<file path="src/rtl/nrm_pkg.sv">
package nrm_pkg;

    localparam int DefMaxWidth = 1024;
    localparam int DefFracBits = 8;
    localparam int CfgIdxWidth = 0;
    localparam int CfgIdxHeight = 1;
    localparam logic [15:0] RatioSat = 16'hFFFF;

    typedef enum logic [2:0] {
        ST_IDLE,
        ST_READ,
        ST_SHIFT,
        ST_CHECK,
        ST_DIVIDE,
        ST_OUTPUT
    } nrm_state_t;

    // Commands from the controller to the datapath.
    typedef struct packed {
        logic       take_pixel;
        logic       shift_window;
        logic       load_job;
        logic       start_div;
        logic       step_div;
        logic       load_out;
        logic       advance_pos;
        logic [1:0] job_sel;
    } nrm_cmd_t;

    // Status from the datapath to the controller.
    typedef struct packed {
        logic [3:0] job_mask;
        logic       div_done;
    } nrm_status_t;

endpackage

</file>
<file path="src/rtl/nrm_ctrl.sv">
module nrm_ctrl
    import nrm_pkg::*;
(
    input  logic        clk,
    input  logic        rst_n,
    input  logic        in_valid,
    output logic        in_ready,
    output logic        out_valid,
    input  logic        out_ready,
    input  nrm_status_t status,
    output nrm_cmd_t    cmd
);
    nrm_state_t state_reg, state_next;
    logic [3:0] mask_reg, mask_next;
    logic [1:0] job_reg, job_next;
    logic       ov_reg, ov_next;

    always_ff @(posedge clk or negedge rst_n)
    begin
        if (!rst_n)
        begin
            state_reg <= ST_IDLE;
            mask_reg <= 4'd0;
            job_reg <= 2'd0;
            ov_reg <= 1'b0;
        end
        else
        begin
            state_reg <= state_next;
            mask_reg <= mask_next;
            job_reg <= job_next;
            ov_reg <= ov_next;
        end
    end

    assign out_valid = ov_reg;

    always_comb
    begin
        logic [1:0] j;
        state_next = state_reg;
        mask_next = mask_reg;
        job_next = job_reg;
        ov_next = ov_reg;
        cmd = '0;
        cmd.job_sel = job_reg;
        in_ready = 1'b0;
        j = 2'd0;
        if (ov_reg && out_ready) ov_next = 1'b0;
        unique case (state_reg)
            ST_IDLE:
            begin
                in_ready = 1'b1;
                if (in_valid)
                begin
                    cmd.take_pixel = 1'b1;
                    state_next = ST_SHIFT;
                end
            end
            ST_SHIFT:
            begin
                cmd.shift_window = 1'b1;
                mask_next = status.job_mask;
                state_next = ST_CHECK;
            end
            ST_CHECK:
            begin
                if (mask_reg == 4'd0)
                begin
                    cmd.advance_pos = 1'b1;
                    state_next = ST_IDLE;
                end
                else
                begin
                    for (int i = 3; i >= 0; i--)
                        if (mask_reg[i]) j = 2'(i);
                    job_next = j;
                    cmd.job_sel = j;
                    cmd.start_div = 1'b1;
                    mask_next[j] = 1'b0;
                    state_next = ST_DIVIDE;
                end
            end
            ST_DIVIDE:
            begin
                cmd.step_div = 1'b1;
                if (status.div_done) state_next = ST_OUTPUT;
            end
            ST_OUTPUT:
            begin
                if (!ov_reg || out_ready)
                begin
                    cmd.load_out = 1'b1;
                    ov_next = 1'b1;
                    state_next = ST_CHECK;
                end
            end
            default: state_next = ST_IDLE;
        endcase
    end

    // ST_READ is reserved for a registered store read; unused in this build.
endmodule

</file>
<file path="config.mk">
export PLATFORM = sky130hd
export DESIGN_NAME = nrm_ctrl
export DESIGN_NICKNAME = d
export VERILOG_FILES = /design/src/rtl/nrm_pkg.sv /design/src/rtl/nrm_ctrl.sv
export SDC_FILE = /design/constraint.sdc
export NUM_CORES = 1
export LEC_CHECK = 0
export ABC_AREA = 1
export BUFFER_PORTS_ARGS = -buffer_cell sky130_fd_sc_hd__buf_2
export CAP_MARGIN = 20
export CORE_MARGIN = 4
export CORE_UTILIZATION = 36
export CTS_BUF_LIST = sky130_fd_sc_hd__clkbuf_16
export DETAILED_ROUTE_END_ITERATION = 10
export HOLD_SLACK_MARGIN = 0.06
export PLACE_DENSITY = 0.65
export SLEW_MARGIN = 20
export SYNTH_ARGS = -nofsm -noshare
export SYNTH_HDL_FRONTEND = slang
export SYNTH_SLANG_ARGS = --single-unit
</file>
<file path="constraint.sdc">
create_clock -name clk -period 1.3 [get_ports clk]
set_input_delay 0.26 -clock clk [delete_from_list [all_inputs] [get_ports clk]]
set_output_delay 0.26 -clock clk [all_outputs]
set_load 0.01 [all_outputs]
</file>
**Word-level counts from Yosys, hierarchy flattened**

Index checks and enable logic that the tools add are counted.

- Register bits after elaboration: 10
- Input port bits: 9
- Output and inout port bits: 11
- Word-level logic and storage cells: 55

- $lt $le $gt $ge: 2
- Eq/ne operators: 8
- Mux-type cells: 30
- Bitwise logic cells: 2
- Reductions and logical operators: 9

Operators by type and width:

| kind | count |
|---|---|
| $mux W3 | 5 |
| $pmux W3 S5 | 1 |
| $mux W1 | 14 |
| $mux W2 | 7 |
| $ne A2 B2 Y1 const B | 4 |
| $pmux W4 S2 | 1 |
| $eq A3 B2 Y1 const B | 2 |
| $eq A3 B3 Y1 const B | 2 |
| $and A4 B4 Y4 | 1 |
| $logic_not A4 Y1 | 1 |
| $mux W4 | 1 |
| $not A4 Y4 | 1 |
| $logic_not A3 Y1 | 1 |
| $lt A2 B3 Y1 const B | 1 |
| $reduce_and A3 Y1 | 1 |
| $demux W1 S2 | 1 |
| $ge A2 B1 Y1 const B | 1 |
| $logic_and A1 B1 Y1 | 2 |
| $reduce_and A2 Y1 | 1 |
| $reduce_bool A2 Y1 | 1 |
| $logic_not A1 Y1 | 1 |
| $logic_or A1 B1 Y1 | 1 |

**Logic depth before layout (Yosys ltp)**

- Word-level depth: 14
- Mapped depth: 7

**Worst setup path before layout**

OpenSTA, ideal clock, no wires.

- Path kind: register to output
- Start point: reg state_reg[0]
- End point: out cmd[1] (netlist name)
- Arrival time: 0.898 ns
- Required time: 1.040 ns
- Path slack: 0.142 ns
- Cell stages (with the launch flop): 6
- Buffers on the path: 0
- Path through: dfrtp_1 nand2_1 nor2_4 inv_2 nor2_1 o21a_1

RTL lines:

| what | RTL line | source |
|---|---|---|
| start, declared | nrm_ctrl.sv:13 | `nrm_state_t state_reg, state_next;` |
| start signal, assigned | nrm_ctrl.sv:29 | `state_reg <= state_next;` |
| end, declared | nrm_ctrl.sv:11 | `output nrm_cmd_t cmd` |

==> summary.txt <==
Worst setup path
  – FF-to-FF setup slack: around 0.02 ns
  – Worst-path fanout max: 4
  – WP data required: ~1.0 ns
  – Startpoint type of the worst setup path: flop
  – Reg-to-Reg End: mask_reg[1]$_DFFE_PN0P_
  – Type of destination of the critical path: output port
  – Worst Reg2Reg Path Length in Cells: 7
  – WP data arrival: 1.31 ns
  – Worst r2r src: state_reg[2]$_DFFE_PN0P_
  – Worst Setup Path Type: flop to output port

Synth
  – Synthesized flop and latch total: 10
  – Syn Nets: between 80 and 90
  – Yosys cell types: 19
  – Top cells by area, synth: dfrtp_1 (45%), nand2_1 (14%), nor2_1 (8.8%)
  – Prevailing post-synth register cell: dfrtp_1
  – Mapped Cells: 76
  – Sequential share of the synthesized area: 0.449
  – Syn Area/Cell: about 7.3 µm²
  – YS warnings: 0
  – Post-synth top area share: 0.449
  – Dominant cell type by area after synthesis: dfrtp_1
  – Mapped cell area: 557 µm²
  – Post-synth EDFFs: 0
  – Asr flop ratio synth: 1.00

Global route
  – First-pass GRT wire length: 2170 µm
  – Total grt overflow: 0
  – Vias in the first global route: 512
  – Initial antenna violation count: 0
  – Largest net degree at the start of global routing: 11
  – GRT Util Overall: 0.142

Floorplanning
  – Die Ht: 47.3 µm
  – IO Pins: 20
  – # rows: 13
  – Core ar.: roughly 1400 µm²
  – Die ar.: ~2200 µm²
  – Starting density of the core: 0.403
  – Chip Width: ~47 µm

CTS
  – Worst-Skew Late Latency: 0.24 ns
  – Max Buffers Root-to-Sink: 2
  – Clk slew on worst S/H paths: 0.04 ns
  – H-tree levels: 1
  – CTS tree: yes
  – TritonCTS Buffers: 3
  – Root buffer cell: clkbuf_16
  – CTS sink count: 10

Final layout
  – Max FFs per register: 4
  – Register Area: 250 µm²
  – Core Util, Final: 0.676
  – Most frequent cells in the layout: nand2_1 (17), buf_2 (16), buf_4 (12)
  – Fillers: roughly 110
  – Ratio of cells with drive above 1 in the final layout: 0.531
  – Multi-input gate area: about 300 µm²
  – Area grow syn2layout: 67.9%
  – Inserted Diodes: 0
  – Commonest non-fill, non-tap cell in the layout: nand2_1
  – NumNets Final: roughly 120

Timing
  – Setup tns final: -1.57 ns
  – Unrepaired setup endpoints after global routing: yes
  – Final period utilization: 1.20
  – Hold WS: roughly 0.22 ns
  – Clock skew: approximately 0.0033 ns
  – Final setup viols: 9
  – Hold Vio Cnt, Final: 0
  – Post-route worst setup slack: -0.266 ns
  – Final slew viol count: 0
  – Max Fclk: 0.639 GHz
  – Final Critical Period: between 1.5 and 2 ns

Place
  – Port Buffers: 18
  – HPWL Detailed: between 900 and 1000 µm
  – RD Place Congestion: 0.748

Power and ir drop
  – Int Pwr: 1.58 mW
  – Sw Ratio: 0.405
  – P_sw: roughly 1.1 mW
  – PwrDens: between 2000 and 3000 nW/µm²
  – Worst IR Drop VDD: between 1.5 and 2 mV
  – Power share of the sequential group: 0.225
  – Leakage: roughly 0.5 nW
  – Comb pwr share: 0.567
  – Clk pwr share: 0.208

Hold path
  – Hold Path End: mask_reg[3]$_DFFE_PN0P_
  – Hold Path Class: primary input to flop
  – Hold depth: 3
  – Hold_sp: status[4]

Detailed routing
  – Final WL: roughly 1500 µm
  – Top Layer Used: met4
  – Met3 WL: between 100 and 150 µm
  – Starting DRT DRC Count: 14
  – Routed Antenna Nets: 0
  – First-pass DRT Iterations: 4
  – Drc violations: 0
  – Vias: slightly below 600
  – WL/cell: 11.7 µm
  – Routed wl met2: roughly 740 µm
  – Routed length on met1: roughly 640 µm
  – Vias/cell: about 4.6

Run status
  – Status: finished, violations left
  – Violations in the final reports: negative setup slack

Flow run
  – Max-capacitance violation count: 0
==> power by group through the flow <==
| stage | clock network [mW] | registers (mW) | logic, mW |
|---|---|---|---|
| 6_report | 0.551 | 0.598 | 1.51 |
| 5_1_grt | 0.576 | 0.620 | 1.66 |
| 4_1_cts | 0.557 | 0.565 | 1.23 |
| 3_5_place_dp | 0 | 0.570 | 0.993 |
| 3_3_place_gp | 0 | 0.564 | 0.976 |
| 2_1_floorplan | 0 | 0.554 | 0.673 |
==> worst max-delay path by stage <==
stage               cells past startpoint                     start      to
floorplan                               5  state_reg[0]$_DFFE_PN0P_  cmd[1]
global placement                        5  state_reg[2]$_DFFE_PN0P_  cmd[1]
detailed placement                      5  state_reg[2]$_DFFE_PN0P_  cmd[1]
CTS                                     5  state_reg[2]$_DFFE_PN0P_  cmd[1]
global route                            6  state_reg[0]$_DFFE_PN0P_  cmd[1]
finish                                  5  state_reg[2]$_DFFE_PN0P_  cmd[1]
==> cell families (layout without fill, tap and decap cells) <==
group	count (synthesis)	count (layout)	synth area share
other	1	1	0.00674
AO/OA/AOI/OAI	8	8	0.0854
buffers and inverters	15	52	0.108
flip-flops	10	10	0.449
AND/OR/NAND/NOR	42	42	0.351
==> worst max-delay path: stages, from the launching register on <==
cell and delay (ns):
dfrtp_1 0.44, nor2_4 0.22, inv_2 0.09, nor2_2 0.08, o21a_1 0.12, buf_2 0.13
==> area by class of cell <==
cell class              count  area share
clock inverters             1     0.00402
inverters                  14      0.0562
clock buffers               3      0.0803
well taps                  15      0.0201
flip-flops and latches     10       0.268
multi-input cells          51       0.319
repair buffers             34       0.253
==> Yosys cell counts, types with 2 or more instances <==
cell     instances
nand2_1         21
nor2_1          13
inv_1           12
dfrtp_1         10
o21ai_1          3
inv_2            2
nand2_4          2
o21ai_0          2
==> per-layer routing <==
metal	track usage	up-vias
li1	-	299
met1	0.172	270
met2	0.206	19
met3	0.0881	2
met4	0.0497	0
met5	0	-
==> metrics by stage <==
step / instances / worst slack (ns) / cell area, µm² / power [mW]
final: 128 / -0.266 / 935 / 2.66
after global routing: 128 / -0.350 / 935 / 2.86
after CTS: 123 / -0.236 / 856 / 2.35
after detailed placement: 111 / 0.00420 / 681 / 1.56
after global placement: 111 / 0.00625 / 681 / 1.54
after floorplan: 76 / 0.142 / 557 / 1.23
==> repair_timing <==
item / in CTS / in global routing
pin swaps: 4 / 3
setup buffers: 7 / 5
hold buffers: 1 / 0
gates resized for setup: 10 / 14
hold endpoints to repair: 10 / 0
endpoints found under the setup margin: 9 / 15
Power figures use the tool's default switching activity.
